### src/design/i2c_tar_pkg.sv
// Shared types and constants of the I2C target address recognizer.
// No dependencies.
`timescale 1ns / 1ps

package i2c_tar_pkg;

  typedef enum logic [2:0] {
    EV_NONE  = 3'd0,
    EV_START = 3'd1,
    EV_STOP  = 3'd2,
    EV_RISE  = 3'd3,
    EV_FALL  = 3'd4,
    EV_DATA  = 3'd5
  } bus_event_t;

  localparam int unsigned ADDR_W = 7;
  localparam int unsigned MASK_W = 8;
  localparam logic [MASK_W-1:0] FIRST_BIT = 8'h80;
  localparam logic [MASK_W-1:0] DIR_BIT   = 8'h01;

  // Line select codes
  localparam logic LINE_SDA = 1'b0;
  localparam logic LINE_SCL = 1'b1;

  // Register indexes
  localparam logic REG_OWN_ADDRESS   = 1'b0;
  localparam logic REG_TARGET_ENABLE = 1'b1;

  // Write of the enable register: both state machines re-sync on it
  typedef struct packed {
    logic en_wr;
    logic en_val;
  } cfg_ctl_t;

endpackage

### src/design/i2c_tar_observer.sv
// Bus observer: keeps SDA/SCL levels and turns one line edge into a bus event.
// Depends on i2c_tar_pkg.
`timescale 1ns / 1ps

module i2c_tar_observer (
  input  logic                   clk,
  input  logic                   rst_n,
  input  logic                   step,
  input  logic                   line_select,
  input  logic                   new_level,
  input  logic                   enable,
  input  i2c_tar_pkg::cfg_ctl_t  cfg_ctl,
  output i2c_tar_pkg::bus_event_t bus_event,
  output logic                   sda_level
);

  typedef enum logic [2:0] {
    OBS_DHCH = 3'd0,
    OBS_DHCL = 3'd1,
    OBS_DLCH = 3'd2,
    OBS_DLCL = 3'd3,
    OBS_WAIT = 3'd4
  } obs_phase_t;

  obs_phase_t phase_r, phase_nxt;
  logic       sda_r, scl_r;
  logic       sda_nxt, scl_nxt;
  logic       is_clk;

  assign is_clk    = (line_select == i2c_tar_pkg::LINE_SCL);
  assign sda_nxt   = is_clk ? sda_r : new_level;
  assign scl_nxt   = is_clk ? new_level : scl_r;
  assign sda_level = sda_nxt;

  always_comb begin
    phase_nxt = phase_r;
    bus_event = i2c_tar_pkg::EV_NONE;
    case (phase_r)
      OBS_DHCH: begin
        if (!new_level) begin
          if (is_clk) begin
            phase_nxt = OBS_DHCL;
            bus_event = i2c_tar_pkg::EV_FALL;
          end else begin
            phase_nxt = OBS_DLCH;
            bus_event = i2c_tar_pkg::EV_START;
          end
        end
      end
      OBS_DHCL: begin
        if (is_clk) begin
          if (new_level) begin
            phase_nxt = OBS_DHCH;
            bus_event = i2c_tar_pkg::EV_RISE;
          end
        end else if (!new_level) begin
          phase_nxt = OBS_DLCL;
          bus_event = i2c_tar_pkg::EV_DATA;
        end
      end
      OBS_DLCH: begin
        if (is_clk) begin
          if (!new_level) begin
            phase_nxt = OBS_DLCL;
            bus_event = i2c_tar_pkg::EV_FALL;
          end
        end else if (new_level) begin
          phase_nxt = OBS_DHCH;
          bus_event = i2c_tar_pkg::EV_STOP;
        end
      end
      OBS_DLCL: begin
        if (is_clk) begin
          if (new_level) begin
            phase_nxt = OBS_DLCH;
            bus_event = i2c_tar_pkg::EV_RISE;
          end
        end else if (new_level) begin
          phase_nxt = OBS_DHCL;
          bus_event = i2c_tar_pkg::EV_DATA;
        end
      end
      default: begin
        // waiting: sync once both lines read high, no event
        phase_nxt = (sda_nxt && scl_nxt) ? OBS_DHCH : OBS_WAIT;
      end
    endcase
    if (!enable) begin
      phase_nxt = phase_r;
      bus_event = i2c_tar_pkg::EV_NONE;
    end
  end

  always_ff @(posedge clk) begin
    if (!rst_n) begin
      phase_r <= OBS_WAIT;
      sda_r   <= 1'b1;
      scl_r   <= 1'b1;
    end else if (cfg_ctl.en_wr) begin
      phase_r <= (cfg_ctl.en_val && sda_r && scl_r) ? OBS_DHCH : OBS_WAIT;
    end else if (step) begin
      phase_r <= phase_nxt;
      sda_r   <= sda_nxt;
      scl_r   <= scl_nxt;
    end
  end

endmodule

### src/design/i2c_tar_receiver.sv
// Address receiver: walks a one-hot bit mask over the address byte, compares
// seven bits with the own address and samples the direction bit. Uses i2c_tar_pkg.
`timescale 1ns / 1ps

module i2c_tar_receiver (
  input  logic                                clk,
  input  logic                                rst_n,
  input  logic                                step,
  input  logic                                enable,
  input  i2c_tar_pkg::cfg_ctl_t               cfg_ctl,
  input  logic [i2c_tar_pkg::ADDR_W-1:0]      own_address,
  input  i2c_tar_pkg::bus_event_t             bus_event,
  input  logic                                sda_level,
  output logic                                address_matched,
  output logic                                read_request,
  output logic                                address_mismatch
);

  typedef enum logic [1:0] {
    RX_IDLE = 2'd0,
    RX_FALL = 2'd1,
    RX_RISE = 2'd2,
    RX_DONE = 2'd3
  } rx_phase_t;

  rx_phase_t                        phase_r, phase_nxt;
  logic [i2c_tar_pkg::MASK_W-1:0]   mask_r, mask_nxt;
  logic                             want;

  assign want = |({own_address, 1'b0} & mask_r);

  always_comb begin
    phase_nxt        = phase_r;
    mask_nxt         = mask_r;
    address_matched  = 1'b0;
    read_request     = 1'b0;
    address_mismatch = 1'b0;
    if (enable) begin
      if (bus_event == i2c_tar_pkg::EV_START) begin
        phase_nxt = RX_FALL;
        mask_nxt  = '0;
      end else if (bus_event == i2c_tar_pkg::EV_STOP) begin
        phase_nxt = RX_IDLE;
      end else if (phase_r == RX_FALL && bus_event == i2c_tar_pkg::EV_FALL) begin
        mask_nxt  = (mask_r != '0) ? (mask_r >> 1) : i2c_tar_pkg::FIRST_BIT;
        phase_nxt = RX_RISE;
      end else if (phase_r == RX_RISE && bus_event == i2c_tar_pkg::EV_RISE) begin
        if (mask_r == i2c_tar_pkg::DIR_BIT) begin
          address_matched = 1'b1;
          read_request    = sda_level;
          phase_nxt       = RX_DONE;
        end else if (want == sda_level) begin
          phase_nxt = RX_FALL;
        end else begin
          address_mismatch = 1'b1;
          phase_nxt        = RX_IDLE;
        end
      end
    end
  end

  always_ff @(posedge clk) begin
    if (!rst_n) begin
      phase_r <= RX_IDLE;
      mask_r  <= '0;
    end else if (cfg_ctl.en_wr) begin
      phase_r <= RX_IDLE;
      mask_r  <= '0;
    end else if (step) begin
      phase_r <= phase_nxt;
      mask_r  <= mask_nxt;
    end
  end

endmodule

### src/design/i2c_target_address_recognizer_unit.sv
// I2C target address recognizer, 7-bit addressing. Uses i2c_tar_pkg,
// i2c_tar_observer and i2c_tar_receiver.
// Result beat is registered in one result register, in the cycle after the input beat is taken.
// Throughput: one beat per cycle; input is taken while the result register is
// empty or being drained in the same cycle.
// Reset (rst_n low, synchronous): config registers 0, lines high, observer waiting.
`timescale 1ns / 1ps

module i2c_target_address_recognizer_unit (
  input  logic       clk,
  input  logic       rst_n,
  input  logic       in_tvalid,
  output logic       in_tready,
  input  logic [7:0] in_tdata,   // [0] new_level, [7:1] zero
  input  logic       in_tuser,   // [0] line_select
  output logic       out_tvalid,
  input  logic       out_tready,
  output logic [7:0] out_tdata,  // [2:0] bus_event, [3] address_matched,
                                 // [4] read_request, [5] address_mismatch, [7:6] zero
  input  logic       cfg_wr_en,
  input  logic       cfg_addr,
  input  logic [6:0] cfg_wdata
);

  logic [i2c_tar_pkg::ADDR_W-1:0] own_address_r;
  logic                           enable_r;
  i2c_tar_pkg::cfg_ctl_t          cfg_ctl;
  i2c_tar_pkg::bus_event_t        bus_event;
  logic                           step, sda_level;
  logic                           matched, rd, miss;
  logic                           out_valid_r;
  logic [7:0]                     out_data_r;

  assign in_tready = !out_valid_r || out_tready;
  assign step      = in_tvalid && in_tready;
  assign cfg_ctl   = '{en_wr:  cfg_wr_en && (cfg_addr == i2c_tar_pkg::REG_TARGET_ENABLE),
                       en_val: cfg_wdata[0]};

  always_ff @(posedge clk) begin
    if (!rst_n) begin
      own_address_r <= '0;
      enable_r      <= 1'b0;
    end else if (cfg_wr_en) begin
      case (cfg_addr)
        i2c_tar_pkg::REG_OWN_ADDRESS:   own_address_r <= cfg_wdata;
        i2c_tar_pkg::REG_TARGET_ENABLE: enable_r      <= cfg_wdata[0];
        default: ;
      endcase
    end
  end

  i2c_tar_observer u_observer (
    .clk         (clk),
    .rst_n       (rst_n),
    .step        (step),
    .line_select (in_tuser),
    .new_level   (in_tdata[0]),
    .enable      (enable_r),
    .cfg_ctl     (cfg_ctl),
    .bus_event   (bus_event),
    .sda_level   (sda_level)
  );

  i2c_tar_receiver u_receiver (
    .clk              (clk),
    .rst_n            (rst_n),
    .step             (step),
    .enable           (enable_r),
    .cfg_ctl          (cfg_ctl),
    .own_address      (own_address_r),
    .bus_event        (bus_event),
    .sda_level        (sda_level),
    .address_matched  (matched),
    .read_request     (rd),
    .address_mismatch (miss)
  );

  always_ff @(posedge clk) begin
    if (!rst_n) begin
      out_valid_r <= 1'b0;
    end else if (step) begin
      out_valid_r <= 1'b1;
    end else if (out_tready) begin
      out_valid_r <= 1'b0;
    end
  end

  always_ff @(posedge clk) begin
    if (step) begin
      out_data_r <= {2'b00, miss, rd, matched, bus_event};
    end
  end

  assign out_tvalid = out_valid_r;
  assign out_tdata  = out_data_r;

endmodule

### config.mk
export PLATFORM = sky130hd
export DESIGN_NAME = i2c_target_address_recognizer_unit
export DESIGN_NICKNAME = d
export VERILOG_FILES = /design/src/design/i2c_tar_pkg.sv /design/src/design/i2c_tar_observer.sv /design/src/design/i2c_tar_receiver.sv /design/src/design/i2c_target_address_recognizer_unit.sv
export SDC_FILE = /design/constraint.sdc
export NUM_CORES = 1
export LEC_CHECK = 0
export BUFFER_PORTS_ARGS = -buffer_cell sky130_fd_sc_hd__buf_2
export CORE_MARGIN = 2
export CORE_UTILIZATION = 55
export CTS_CLUSTER_DIAMETER = 100
export DETAILED_ROUTE_END_ITERATION = 8
export PLACE_DENSITY = 0.79
export SLEW_MARGIN = 20
export SYNTH_ARGS = -nofsm -noshare
export SYNTH_HDL_FRONTEND = slang
export SYNTH_SLANG_ARGS = --single-unit
### constraint.sdc
create_clock -name clk -period 4 [get_ports clk]
set_input_delay 0.8 -clock clk [delete_from_list [all_inputs] [get_ports clk]]
set_output_delay 0.8 -clock clk [all_outputs]
set_load 0.005 [all_outputs]
==> results of run 1 <==
[flip-flops by register name, summed over array words and instances (netlist names)]
| signal | flops |
|---|---|
| u_receiver.mask_r | 8 |
| own_address_r | 7 |
| out_tdata | 6 |
| u_observer.phase_r | 3 |
| u_receiver.phase_r | 2 |
| enable_r | 1 |
| out_tvalid | 1 |
| u_observer.scl_r | 1 |
| u_observer.sda_r | 1 |
[worst max-delay path: cells and delay by family]
kind                       cells  cell delay [ns]
and+or+nand+nor                3             0.63
AOI/OAI and AO/OA              3             1.00
adders and majority gates      1             0.28
buffers and inverters          2             0.32
[Yosys cell counts (2+ instances only)]
library cell / instances
sky130_fd_sc_hd__dfxtp_1: 24
sky130_fd_sc_hd__nand2_1: 19
sky130_fd_sc_hd__nand3_1: 14
sky130_fd_sc_hd__nor2_1: 12
sky130_fd_sc_hd__mux2i_1: 9
sky130_fd_sc_hd__nor2b_1: 9
sky130_fd_sc_hd__o21ai_2: 8
sky130_fd_sc_hd__a21oi_1: 7
sky130_fd_sc_hd__edfxtp_1: 6
sky130_fd_sc_hd__inv_1: 6
sky130_fd_sc_hd__o21ai_0: 5
sky130_fd_sc_hd__a21boi_0: 4
sky130_fd_sc_hd__clkbuf_1: 4
sky130_fd_sc_hd__ha_1: 4
sky130_fd_sc_hd__and2_1: 3
sky130_fd_sc_hd__and3_1: 3
sky130_fd_sc_hd__buf_4: 3
sky130_fd_sc_hd__nor3_1: 3
sky130_fd_sc_hd__or4_1: 3
sky130_fd_sc_hd__a211o_1: 2
sky130_fd_sc_hd__a22oi_1: 2
sky130_fd_sc_hd__a31oi_1: 2
sky130_fd_sc_hd__nand2b_1: 2
sky130_fd_sc_hd__nand3_2: 2
sky130_fd_sc_hd__o311ai_0: 2
sky130_fd_sc_hd__o41ai_1: 2
sky130_fd_sc_hd__or3_1: 2
[metal layers]
metal	routed length (um)	up-vias	global-route usage, %	part of all wire [%]
met5	0	-	0	0
met4	63	0	8.766	1.8
met3	257	11	6.550	7.5
met2	1601	66	36.19	47
met1	1520	676	28.55	44
li1	-	717	-	-
[metrics by stage]
stage	power (mW)	util [%]	cells	instance area, um2	hold WS, ns
global route	0.6351	65.10	237	1842	0.5114
detailed placement	0.3856	62.27	229	1762	0.4875
CTS	0.6141	65.10	237	1842	0.4931
global placement	0.3829	62.27	229	1762	0.4754
finish	0.6111	65.10	237	1842	0.4983
floorplan	0.3673	-	186	1670	0.4573
[power by group through the flow]
stage	Sequential, mW	Clock (mW)	Combinational [mW]
after floorplan	0.329	0	0.0385
after global placement	0.330	0	0.0528
after detailed placement	0.330	0	0.0551
after CTS	0.324	0.235	0.0554
after global routing	0.325	0.247	0.0629
final	0.324	0.232	0.0555
[final cells by class]
cell class,instances,area (um2)
fillers,243,987.2
multi-input cells,140,929.6
flip-flops and latches,30,660.6
repair buffers,22,110.1
clock buffers,8,80.08
well taps,31,38.79
inverters,6,22.52
[cell families after synthesis]
kind of cell | count (synthesis)
buffers and inverters | 16
adder cells (fa/ha/maj) | 4
flip-flops | 30
multiplexers | 9
XOR/XNOR | 1
AND/OR/NAND/NOR | 78
other | 1
AO/OA/AOI/OAI | 46
[worst max path at each step]
stage	from	to	slack [ns]
floorplan	in_tuser	u_receiver.mask_r[5]	1.29
global placement	in_tuser	u_receiver.mask_r[1]	1.03
detailed placement	in_tuser	u_receiver.mask_r[4]	0.95
CTS	in_tuser	u_receiver.mask_r[4]	1.28
global route	in_tuser	u_receiver.mask_r[1]	1.12
finish	in_tuser	u_receiver.mask_r[4]	1.26
==> results.md, run 1 <==
- For this run, the leading register cell type out of synthesis is sky130_fd_sc_hd__dfxtp_1.
- The synthesized instance count is 185.
- The path with the worst hold slack has its endpoint at u_receiver.mask_r[3].
- The final number of setup-violating endpoints is 0.
- Each instance of the synthesized netlist takes up on average 9.009 um2.
- No sink is reached through more buffers than the 2 on the longest clock path.
- The type of the tightest min-delay check is flop to flop.
- The hold violation count in the final report is 0.
- The internal cell power is 464.3 uW.
- The clock transition at the register clock pins on the worst setup and hold paths after CTS is 0.10 ns.
- The clock period could shrink to 2.745 ns.
- Traced cell by cell, the critical path runs through buf_2, inv_1, ha_1, or2_1, and3_1, o311ai_1, a211o_1, nand3_1, o21ai_2.
- The combinational family with the most area after synthesis is simple AND/OR/NAND/NOR gates.
- The critical path is of the input pin to flop type.
- The power per cell area is between 300 and 400 nW/um2.
- OpenSTA, run right after detailed placement, puts the worst setup slack at 0.9491 ns.
- The library cells used most frequently in the layout, excluding fill and tap cells, are sky130_fd_sc_hd__dfxtp_1 (24), sky130_fd_sc_hd__buf_2 (22), sky130_fd_sc_hd__nand2_1 (19).
- The total number of vias is 1470.
- The area of the die is 3486 um2.
- The floorplan step defined a core boundary enclosing around 2800 um2.
- Multiplexer cells account for 5.405% of the synthesized area.
- Data on the critical path is required at its endpoint by 4.27 ns.
- The register bit total from synthesis is 30.
- The synthesized-area fraction occupied by and/or/nand/nor cells is 24.92%.
- The largest fanout on the critical path is 16.
- For the pin with the worst max-slew slack, the measured transition is 0.7381 ns.
- The count of nets left with antenna violations once routing finished came out at 0.
- For this run, the top clock speed supported by timing is 0.3643 GHz.
- The slowest stage of the critical path is the sky130_fd_sc_hd__a211o_1 cell.
- The leftover overflow at the end of global routing is 0.
- The worst register-to-register path has a setup slack of 1.64 ns.
- The cts-stage hold buffer count is 0.
- After synthesis, the netlist uses 50 different library cells.
- The synthesized netlist devotes 21.47% of its cell area to compound gates.
- The worst hold path passes through 2 cells.
- The H-tree generated during clock tree synthesis spans 2 levels.
- The aggregate global-route resource usage is between 20% and 30%.
- By area the synthesized netlist is led by sky130_fd_sc_hd__dfxtp_1 (29%), sky130_fd_sc_hd__edfxtp_1 (11%), sky130_fd_sc_hd__mux2i_1 (5.4%).
- The switching power share of the total is 24.02%.
- After routing, the total negative slack on setup checks comes to 0 ns.
- The die extent in x is 59.05 um.
- The number of global-route vias before repair came to 1339.
- Post-CTS repair changed the size of 0 cells.
- The mean routed wirelength per cell is 14.52 um.
- The proportion of power drawn by flip-flops and latches is a little over half.
- Clock skew on the completed layout was measured at 0.01316 ns.
- Summed over all layers, the routed wires come to 3.442 mm.
- Once the floorplan was initialized, standard cells occupied 58.91% of the core.
- The top-level port count is 32.
- The synthesized design spends more area on one cell type than any other, namely sky130_fd_sc_hd__dfxtp_1.
- The worst hold path startpoint is u_receiver.mask_r[4].
- The total CTS buffers is 5.
- The count of input and output buffers is 22.
- After Yosys synthesis, full adders, half adders and majority gates account for 3.003% of the synthesized area.
- The first global-routing pass estimated 5.892 mm of wire.
- The clock root buffer is sky130_fd_sc_hd__clkbuf_4.
- The share of post-route cells with drive strength above 1 is 20.87%.
- The remaining design rule violation count is 0.
- For this design the static power due to leakage is roughly 0.68 nW.
- For this run, the detailed router's first-pass iteration total came to 7.
- Entering global routing, the biggest net connects 17 pins.
- The floorplan has 19 rows.
- The number of antenna violations at the first check in global routing came to 0.
- The worst register-to-register path ends at u_receiver.mask_r[4].
- The kind of capture point of the worst setup path is a flop.
- The insertion delay of the later-clocked pin in the worst-skew pair is roughly 0.34 ns.
- The worst register-to-register path begins at u_observer.phase_r[0].
- The synthesized design devotes to its leading area cell type 28.83% of total area.
- TritonCTS built the clock tree.
- Setup repair after global routing left no endpoint under its margin.
- In this run the post-CTS setup repair buffer count came out at 0.
- Max-cap violations in this run came to 0.
- The HPWL after detailed placement is 2.503 mm.
- The xor-xnor portion of the synthesized cell area is 0.5255%.
- The type of origin of the critical path is an input pin.
- The die is 59.05 um tall.
- In the finished design, the share of the clock period the worst path needs comes to 68.62%.
- The area growth from synthesis to layout is 10.51%.
- The number of max-slew violations in the final report is 0.
- The worst path meets setup with 1.255 ns of slack.
- The worst reg-to-reg path cell count is 6.
- The delay of the slowest cell on the worst path is 0.63 ns.
- The violation count after the first detailed-route iteration is 88.
- Leaving out fill and tap cells, the most frequent cell in the layout is sky130_fd_sc_hd__dfxtp_1.
- The part of the total power dissipated in the clock network is roughly 38%.
- The weighted congestion at the end of routability-driven global placement is roughly 0.84.
- The sequential fraction of the synthesis area is 39.64%.
- The post-synthesis instance area is 1667 um2.
- The run finished with clean final reports.
- The number of enable-type register cells in the synthesized netlist is 6.
- The count of warnings emitted by yosys is 0.
- The portion of total power attributed to combinational logic is 9.1%.
- The arrival time at the worst endpoint is between 3 and 4 ns.
- In this run the power spent charging and discharging nets is roughly 150 uW.
- IR analysis of the VDD net gives a maximum drop of 0.2308 mV.
- For this run, asynchronously set or reset flops after synthesis account for 0%.
- Using the TritonRoute via totals, the vias-per-cell ratio works out to 6.203.
- After the last flow step, the layout net total stands at 231.
- The relative slew slack is 50.69%.
- CTS saw 30 sinks.
- The count of antenna diodes in the layout is 0.
No activity file was read; power rests on OpenSTA's default activity.
==> run 2: changes to the inputs <==
--- a/config.mk
+++ b/config.mk
@@ -7,10 +7,10 @@
 export LEC_CHECK = 0
 export BUFFER_PORTS_ARGS = -buffer_cell sky130_fd_sc_hd__buf_2
 export CORE_MARGIN = 2
-export CORE_UTILIZATION = 55
+export CORE_UTILIZATION = 49
 export CTS_CLUSTER_DIAMETER = 100
 export DETAILED_ROUTE_END_ITERATION = 8
-export PLACE_DENSITY = 0.79
+export PLACE_DENSITY = 0.75
 export SLEW_MARGIN = 20
 export SYNTH_ARGS = -nofsm -noshare
 export SYNTH_HDL_FRONTEND = slang
==> constraint.sdc (replaced) <==
create_clock -name clk -period 2.2 [get_ports clk]
set_input_delay 0.44 -clock clk [delete_from_list [all_inputs] [get_ports clk]]
set_output_delay 0.44 -clock clk [all_outputs]
set_load 0.005 [all_outputs]
==> run 2 against run 1 <==
Against the previous run:
- clock power is 31% higher
- clock skew is 0.0018 ns lower
- hold slack got worse by 0.13 ns
- register-to-register slack worse by 1.3 ns
- first-iteration DRC count decreased by 31%
- routed wire length decreased by 5.9%
- sequential cell count stayed put
- final cell count rose by 12%
- via count fell by 1.8%
- sequential share of layout area is 1.8 points lower
- critical path depth up 1
==> results.md, run 2 (synthesis gave the netlist of run 1 again) <==
- The arrival time at the worst endpoint is between 2 and 2.5 ns.
- The area of the die is ~3900 um2.
- The register with the most flip-flops in the layout has 8 of them.
- The routed layout has 1443 vias.
- The number of setup buffers added after CTS is 0.
- The first-pass GRT wire length is 5.871 mm.
- Counting I/O delays and the setup requirement, the final critical path takes 1.927 ns.
- After detailed routing, the number of vias per cell comes to 5.445.
- The setup clock skew after layout is 0.01140 ns.
- The remaining design rule violation count is 0.
- The first-pass iteration count of the detailed router is 4.
- The number of placement rows is 21.
- Counting the fill cells in the layout gives ~330.
- The portion of total power attributed to combinational logic is 11.2%.
- The post-placement cell count is around 260.
- The aggregate negative setup slack is 0 ns.
- Leaving out fill and tap cells, the most frequent cells in the layout are sky130_fd_sc_hd__dfxtp_1 (24), sky130_fd_sc_hd__buf_2 (22), sky130_fd_sc_hd__nand2_1 (19).
- The run finished with clean final reports.
- The switching power of the nets is 249.5 uW.
- STA puts the critical path data required time at 2.47 ns.
- The vertical die dimension is 62.32 um.
- Across all hold checks on the routed design, the worst slack comes to around 0.37 ns.
- The mean routed wirelength per cell is between 10 and 15 um.
- The final number of setup-violating endpoints is 0.
- The tool flagged a number of max-cap violations equal to 0.
- The proportion of power drawn by flip-flops and latches is 58.5%.
- The worst setup path category is input pin to flop.
- The achievable frequency is 0.5190 GHz.
- At the end of routability-driven placement, the weighted congestion stood at 0.8903.
- Summed over all cells, the static leakage comes to approximately 0.73 nW.
- At the end of the flow, the number of nets in the layout was roughly 240.
- More flip-flops sit in one register than any other, and that register is u_receiver.mask_r.
- The worst slack at placement is -0.07219 ns.
- The area added between synthesis and finish is 16.52%.
- Buffers inserted during clock tree synthesis total 5.
- The cts-stage hold buffer count is 0.
- The number of global-route vias before repair is 1362.
- The number of antenna violations at the first check in global routing is 0.
- The clock root buffer is sky130_fd_sc_hd__clkbuf_4.
- The internal power of the cells totals 755.7 uW.
- STA classifies the critical path startpoint as an input pin.
- The area of the multi-input gates is approximately 930 um2.
- The least setup slack across all paths after layout is 0.2733 ns.
- Setup repair after global routing left no endpoint under its margin.
- The part of the total power dissipated in the clock network is between 30% and 40%.
- For the pin with the worst max-slew slack, the measured transition is between 0.5 and 0.6 ns.
- After layout, the design draws a total of 1.005 mW.
- The relative slew slack is 66.09%.
- In this run the horizontal extent of the chip is 62.32 um.
- Of all nets on the critical path, the largest fanout is 16.
- The switching power share of the total is about 25%.
- The aggregate global-route resource usage is 18.70%.
- The routed design has 3.240 mm of wire.
- The power per cell area is just over 500 nW/um2.
- TritonCTS built the clock tree.
- IR analysis of the VDD net gives a maximum drop of between 0.3 and 0.4 mV.
- The count of instances resized after the clock tree is built is 0.
- The number of max-slew violations in the final report was 0.
- During placement, the flow inserted port buffers numbering 22.
- The top-level port count is 32.
- The kind of capture point of the worst setup path is a flop.
- The library cell used most frequently in the layout, excluding fill and tap cells, is sky130_fd_sc_hd__dfxtp_1.
- The HPWL after detailed placement is 2.486 mm.
- The violation count after the first detailed-route iteration is 61.
- The share of post-route cells with drive strength above 1 is 25.57%.
- For this run, the number of standard cells in the final layout without fillers is 265.
- The clock tree synthesis step divided the H-tree into 2 levels.
- Summing all flip-flop and latch instances after layout gives 660.6 um2.
- The worst path uses 87.58% of the clock period.
- The pin count of the biggest net entering global routing is 17.
- The path class of the tightest hold or removal check is input pin to flop.
- No sink is reached through more buffers than the 2 on the longest clock path.
- After floorplanning, the core was sized to cover 3311 um2.
- The hold violation count in the final report is 0.
- Once the floorplan was initialized, standard cells occupied between 50 and 60% of the core.
- Clock latency on the worst-skew pair, taken at its later pin, is 0.33 ns.
- The clock drives 30 sinks.
- 0 antenna diodes ended up in the layout.
- Clock-pin slew was measured on the worst setup and hold paths at 0.09 ns.
- In this run the remaining antenna-violating nets after routing total 0.
- The leftover overflow at the end of global routing is 0.
==> run 2: cell types whose count changed in the layout (fill, tap and decap cells not counted), sizes merged <==
| cell | delta |
|---|---|
| buf | +13 |
==> run 2: final timing paths <==
path                               from              endpoint  slack, ns  depth (start not counted)
setup / recovery            in_tdata[0]  u_receiver.mask_r[2]       0.27                         10
hold / removal                in_tvalid            out_tvalid       0.37                          3
setup reg to reg  u_observer.phase_r[0]  u_receiver.mask_r[2]       0.32                          7
hold reg to reg    u_receiver.mask_r[0]  u_receiver.mask_r[0]       0.50                          2
==> run 2: layer usage <==
layer  GRT usage [%]  routed length, um
met5               0                  0
met1           24.60               1564
met4           7.778                 55
met2           29.48               1489
met3           4.529                132
==> run 2: critical path, stage by stage <==
cell,delay (ns)
sky130_fd_sc_hd__buf_2,0.09
sky130_fd_sc_hd__inv_1,0.05
sky130_fd_sc_hd__ha_1,0.27
sky130_fd_sc_hd__or2_1,0.24
sky130_fd_sc_hd__and3_1,0.19
sky130_fd_sc_hd__o311ai_1,0.36
sky130_fd_sc_hd__a211o_1,0.23
sky130_fd_sc_hd__buf_12,0.16
sky130_fd_sc_hd__nand3_1,0.10
sky130_fd_sc_hd__o21ai_2,0.06
==> run 2: cell type report <==
| class | instances | share of cell area [%] |
|---|---|---|
| clock buffers | 8 | 2.513 |
| flip-flops and latches | 30 | 34.02 |
| well taps | 46 | 2.964 |
| repair buffers | 35 | 11.34 |
| multi-input cells | 140 | 48.00 |
| inverters | 6 | 1.160 |
==> run 2: power by group through the flow <==
stage               clock network, mW  registers [mW]  logic (mW)
floorplan                           0           0.598      0.0712
global placement                    0           0.600       0.111
detailed placement                  0           0.600       0.113
CTS                             0.315           0.588       0.113
global route                    0.335           0.590       0.126
finish                          0.305           0.588       0.113
==> run 2: metrics by stage <==
stage                     cell area, um2  util (%)
after floorplan                     1677         -
after global placement              1893     57.18
after detailed placement            1893     57.18
after CTS                           1942     58.65
after global routing                1942     58.65
final                               1942     58.65
